<file path="src/hdl/ovcr_pkg.sv">
// Shared types, constants and saturation functions of the circulation rate pipeline.
package ovcr_pkg;

	localparam int QW      = 32;
	localparam int NUM_W   = 34;
	localparam int DIV_LAT = QW + 1;

	typedef enum logic [2:0] {
		CFG_ART_VALVE_RES = 3'd0,
		CFG_ART_RES       = 3'd1,
		CFG_ART_COMP      = 3'd2,
		CFG_ART_UNSTR_VOL = 3'd3,
		CFG_PER_RES       = 3'd4,
		CFG_VEN_RES       = 3'd5,
		CFG_VEN_COMP      = 3'd6,
		CFG_VEN_UNSTR_VOL = 3'd7
	} cfg_idx_t;

	typedef struct packed {
		logic        neg;
		logic        ovf;
		logic [QW-1:0] quo;
	} div_res_t;

	typedef struct packed {
		logic        sat;
		logic [31:0] val;
	} s32_res_t;

	typedef struct packed {
		logic        sat;
		logic [30:0] val;
	} u31_res_t;

	function automatic s32_res_t clamp_quo_s(div_res_t d);
		s32_res_t r;
		r.sat = 1'b0;
		r.val = d.quo;
		if (d.ovf) begin
			r.sat = 1'b1;
			r.val = d.neg ? 32'h8000_0000 : 32'h7fff_ffff;
		end else if (d.neg) begin
			if (d.quo > 32'h8000_0000) begin
				r.sat = 1'b1;
				r.val = 32'h8000_0000;
			end else begin
				r.val = ~d.quo + 32'd1;
			end
		end else if (d.quo[31]) begin
			r.sat = 1'b1;
			r.val = 32'h7fff_ffff;
		end
		return r;
	endfunction

	function automatic u31_res_t clamp_quo_u(div_res_t d);
		u31_res_t r;
		r.sat = 1'b0;
		r.val = d.quo[30:0];
		if (d.ovf || d.quo[31]) begin
			r.sat = 1'b1;
			r.val = 31'h7fff_ffff;
		end
		return r;
	endfunction

	function automatic s32_res_t clamp_s33(logic signed [32:0] x);
		s32_res_t r;
		r.sat = 1'b0;
		r.val = x[31:0];
		if (x[32] != x[31]) begin
			r.sat = 1'b1;
			r.val = x[32] ? 32'h8000_0000 : 32'h7fff_ffff;
		end
		return r;
	endfunction

endpackage

</file>
<file path="src/hdl/ovcr_div.sv">
// Pipelined restoring divider: (|num| << FRAC_BITS) / den, one quotient bit per stage.
module ovcr_div #(
	parameter int FRAC_BITS = 16
) (
	input  logic                              clk,
	input  logic                              en,
	input  logic signed [ovcr_pkg::NUM_W-1:0] num,
	input  logic [ovcr_pkg::QW-1:0]           den,
	output ovcr_pkg::div_res_t                res
);
	import ovcr_pkg::*;

	localparam int NSH_W = NUM_W + FRAC_BITS;

	logic [NUM_W-1:0] mag;
	logic [NSH_W-1:0] nsh;
	logic [QW-1:0]    top;
	logic [QW-1:0]    den_eff;

	logic [QW-1:0] r_s   [0:QW-1];
	logic [QW-1:0] low_s [0:QW-1];
	logic [QW-1:0] q_s   [0:QW];
	logic          neg_s [0:QW];
	logic          ovf_s [0:QW];

	assign mag     = num[NUM_W-1] ? NUM_W'(-num) : NUM_W'(num);
	assign nsh     = {mag, FRAC_BITS'(0)};
	assign top     = QW'(nsh[NSH_W-1:QW]);
	assign den_eff = (den == '0) ? QW'(1) : den;

	always_ff @(posedge clk) begin
		if (en) begin
			r_s[0]   <= top;
			low_s[0] <= nsh[QW-1:0];
			q_s[0]   <= '0;
			neg_s[0] <= num[NUM_W-1];
			ovf_s[0] <= (mag != '0) && ((den == '0) || (top >= den));
		end
	end

	for (genvar k = 0; k < QW; k++) begin : g_bit
		logic [QW:0]   rx;
		logic [QW+1:0] rd;
		logic          borrow;

		assign rx     = {r_s[k], low_s[k][QW-1]};
		assign rd     = {1'b0, rx} - {2'b00, den_eff};
		assign borrow = rd[QW+1];

		always_ff @(posedge clk) begin
			if (en) begin
				q_s[k+1]   <= {q_s[k][QW-2:0], ~borrow};
				neg_s[k+1] <= neg_s[k];
				ovf_s[k+1] <= ovf_s[k];
			end
		end

		if (k < QW - 1) begin : g_rem
			always_ff @(posedge clk) begin
				if (en) begin
					r_s[k+1]   <= borrow ? rx[QW-1:0] : rd[QW-1:0];
					low_s[k+1] <= {low_s[k][QW-2:0], 1'b0};
				end
			end
		end
	end

	assign res = '{neg: neg_s[QW], ovf: ovf_s[QW], quo: q_s[QW]};

endmodule

</file>
<file path="config.mk">
export PLATFORM = sky130hd
export DESIGN_NAME = ovcr_div
export DESIGN_NICKNAME = d
export VERILOG_FILES = /design/src/hdl/ovcr_pkg.sv /design/src/hdl/ovcr_div.sv
export SDC_FILE = /design/constraint.sdc
export NUM_CORES = 2
export LEC_CHECK = 0
export BUFFER_PORTS_ARGS = -buffer_cell sky130_fd_sc_hd__buf_2
export CORE_AREA = 8 8 533 535
export CTS_CLUSTER_SIZE = 8
export DETAILED_ROUTE_END_ITERATION = 8
export DIE_AREA = 0 0 541 543
export GPL_TIMING_DRIVEN = 1
export HOLD_SLACK_MARGIN = 0.08
export PLACE_DENSITY = 0.6
export SKIP_LAST_GASP = 1
export SLEW_MARGIN = 20
export SYNTH_ARGS = -nofsm -noshare
export SYNTH_HDL_FRONTEND = slang
export SYNTH_SLANG_ARGS = --single-unit
export TNS_END_PERCENT = 5
</file>
<file path="constraint.sdc">
create_clock -name clk -period 8.43 [get_ports clk]
set_clock_uncertainty 0.2 [all_clocks]
set_input_delay 0.4215 -clock clk [delete_from_list [all_inputs] [get_ports clk]]
set_output_delay 0.4215 -clock clk [all_outputs]
set_load 0.01 [all_outputs]
</file>
==> key figures <==
Outcome
  • Outcome: completed

Detailed routing
  • Avg WL per Cell: about 22 µm
  • WL final: roughly 310 mm
  • DR DRC count: 0
  • Met1 WL: around 130 mm
  • Top layer in use: met5
  • 1st-iter DRT viols: approximately 6,300
  • Vias per cell: roughly 5.8
  • Met3 wire len: approximately 15 mm
  • WL met2: roughly 150 mm
  • DR pass1 iterations: 7
  • Antenna Nets Post-Route: 0
  • Via count: 82,006

Logic synthesis
  • #FFs+latches synth: 1,740
  • FFs w/ async S/R, synth: 0
  • Syn avg cell area: between 10 and 15 µm²
  • Post-synthesis cell count: just over 10,000
  • Post-Syn Area: between 100,000 and 150,000 µm²
  • Sequential area share after synthesis: 0.477
  • Post-synth EDFFs: roughly 1,700
  • Synth warnings: 0
  • Primary FF master, synth: edfxtp_1
  • Synth unique cells: 89

Timing
  • Hold Fails Final Rpt: 0
  • Setup TNS: 0 ns
  • Fin crit share: 0.826
  • FMAX: 0.144 GHz
  • Final setup viols: 0
  • Final Slew Violations: 0
  • RSZ-0062 raised after global routing: no
  • Final Critical Period: slightly below 7 ns
  • Worst-margin pin slew: about 1.1 ns
  • Slew HR: 0.240
  • Final worst-path setup slack: about 1.5 ns

GRT
  • Vias in the first global route: ~80,000
  • Largest net degree at the start of global routing: between 150 and 200
  • Overflow after GRT: 0
  • First-pass GRT wire length: around 470 mm
  • All-Layer GR Usage: 0.206
  • Initial antenna violation count: 13

Pwr
  • Pint: just under 30 mW
  • Comb power frac: 0.498
  • Psw: between 20 and 25 mW
  • Sequential power share: 0.325
  • Sw frac: 0.408
  • Clock power frac: 0.177
  • IR drop worst, VDD: ~0.21 mV
  • Power, Total: just under 50 mW
  • Cell Pwr Density: 406 nW/µm²
  • Leak: roughly 48 nW

CTS
  • Cts hold-fix bufs: 62
  • Max clock buf depth: 4
  • CTS tree: yes
  • Clk sinks: approximately 1,700
  • Clk root buf: clkbuf_16
  • TritonCTS Buffers: around 240
  • Cts repair resizes: 0
  • Postcts setup bufs: 0
  • Clk_lat worst skew: 0.94 ns
  • Worst-path clk slew: around 0.05 ns
  • Htree depth: 4

Finish
  • Syn-to-layout area delta: 11.6%
  • Nets@finish: between 10,000 and 15,000
  • Most frequent cells in the layout: 1,740 x edfxtp_1, 1,031 x a21oi_1, 1,014 x ha_1, 974 x nand2_1, 701 x nor2_1
  • Fraction of layout instances using a drive strength above 1: 0.0645
  • Sequential Area: between 50,000 and 60,000 µm²
  • Most common cell after layout, fill and taps aside: edfxtp_1
  • Fillcell total: about 25,000
  • Area occupied by multi-input gates: between 50,000 and 60,000 µm²

Worst setup path
  • Worst stage delay on the critical path: about 0.71 ns
  • Critical path data arrival time: 7.44 ns
  • Crit end category: register
  • Critical path, cell by cell: dlygate4sd3_1 > buf_2 > nor4_1 > nand3_1 > nor2_2 > nand2_1 > nand2_1 > buf_4 > ha_1 > nor2b_1 > o31a_1 > o31ai_1 > o211ai_1 > a41oi_1 > o21ai_1 > a221oi_1 > o2111ai_1 > a211o_2 > mux2_1
  • Startpoint Class: input pin
  • CP max-delay cell: a211o_2
  • Crit-path max FO: 46
  • CP required: 8.91 ns
  • Crit-path most repeated cell: nand2_1
  • Crit Path Class: input pin to register

Hold path
  • Worst Hold Class: register to register

Placement
  • DPL Wire Length: approximately 230 mm
  • DP Worst Slack: about 1.2 ns
  • Gpl congestion: 0.938
  • Buffers on Ports: around 100

Die
  • Die Wd: 541 µm
  • IO Pins: around 100
  • DIE AREA: 294,000 µm²
  • Die Ht: about 540 µm
  • Initial core utilization: 0.398
  • FP Rows: about 190
  • Core Region: between 200,000 and 300,000 µm²

Run
  • MaxCap Viol Count: 0
-- routing by layer --
layer,track usage,up-vias
met4,0.106,2
met5,0,-
met1,0.251,39571
met3,0.0291,753
li1,-,39406
met2,0.355,2274
-- cell families (layout without fill, tap and decap cells) --
group                    after synthesis  in the layout  share of synthesized area
AO/OA/AOI/OAI                       3314           3314                      0.186
AND/OR/NAND/NOR                     2619           2619                      0.110
flip-flops                          1740           1740                      0.477
adder cells (fa/ha/maj)             1045           1045                      0.121
XOR/XNOR                             834            834                     0.0666
buffers and inverters                521            865                     0.0180
multiplexers                         210            210                     0.0213
other                                  1             17                  0.0000342
-- power by group through the flow --
stage	Clock (mW)	Sequential, mW	Combinational [mW]
after floorplan	0	15.0	19.0
after global placement	0	16.3	23.8
after CTS	9.09	16.2	24.5
final	8.79	16.2	24.7
after global routing	9.37	16.4	27.6
after detailed placement	0	16.3	24.3
-- synth_stat cells, types with 24 or more instances --
master,count,area share
mux2i_1,27,0.0025
and3_1,92,0.0052
a21o_1,503,0.034
o21bai_1,111,0.0076
o31ai_1,93,0.0064
nor3_1,122,0.0056
xor2_1,383,0.031
a31oi_1,88,0.0050
inv_1,269,0.0092
nor2b_1,113,0.0064
o211ai_1,35,0.0024
a211oi_1,77,0.0053
a211o_1,24,0.0019
and2_1,43,0.0025
nand2_1,974,0.033
mux2_1,114,0.012
fa_1,31,0.0057
mux2_2,69,0.0071
nand2b_1,139,0.0079
ha_1,1014,0.12
o21a_1,119,0.0081
a41oi_1,33,0.0026
o21ai_1,239,0.011
o31a_1,38,0.0030
o21ai_0,655,0.030
nand3_1,167,0.0076
clkbuf_1,218,0.0075
o41ai_1,25,0.0020
edfxtp_1,1740,0.48
nand4_1,99,0.0056
nor2_1,702,0.024
a21oi_1,1034,0.047
xnor2_1,451,0.036
or3_1,39,0.0022
-- critical path: cells and delay by family --
family          cells  cell delay (ns)
mux                 1             0.46
buf+inv             3             1.12
simple gates        6             2.09
compound gates      8             2.98
fa+ha+maj           1             0.27
-- layout make-up --
type / instances / area share
antenna: 10 / 0.000205
clock buffer: 270 / 0.0509
clock inverter: 20 / 0.00231
inverter: 284 / 0.00871
multi-input combinational: 8029 / 0.455
sequential: 1740 / 0.427
tap: 3607 / 0.0369
timing repair buffer: 291 / 0.0185
-- stage by stage --
stage,hold WS [ns],util,cells,area (µm²)
finish,0.175,0.444,14251,122000
global route,0.189,0.444,14242,122000
CTS,0.184,0.444,14240,122000
detailed placement,0.205,0.418,13888,115000
global placement,0.200,0.418,13888,115000
floorplan,0.200,-,10290,110000
-- flip-flops by register name, indices dropped and copies added, names as in the netlist --
| signal | count |
|---|---|
| neg_s | 33 |
| low_s | 136 |
| r_s | 1010 |
| q_s | 528 |
| ovf_s | 33 |
-- final timing paths --
| kind | depth (start not counted) | start | to | slack (ns) |
|---|---|---|---|---|
| max | 19 | den[11] | r_s[1][45] | 1.47 |
| min | 0 | q_s[0][756] | q_s[0][789] | 0.18 |
| max reg2reg | 11 | r_s[7][35] | r_s[7][91] | 3.16 |
| min reg2reg | 0 | q_s[0][756] | q_s[0][789] | 0.18 |
Note: power is estimated with default switching activity, not from simulation.
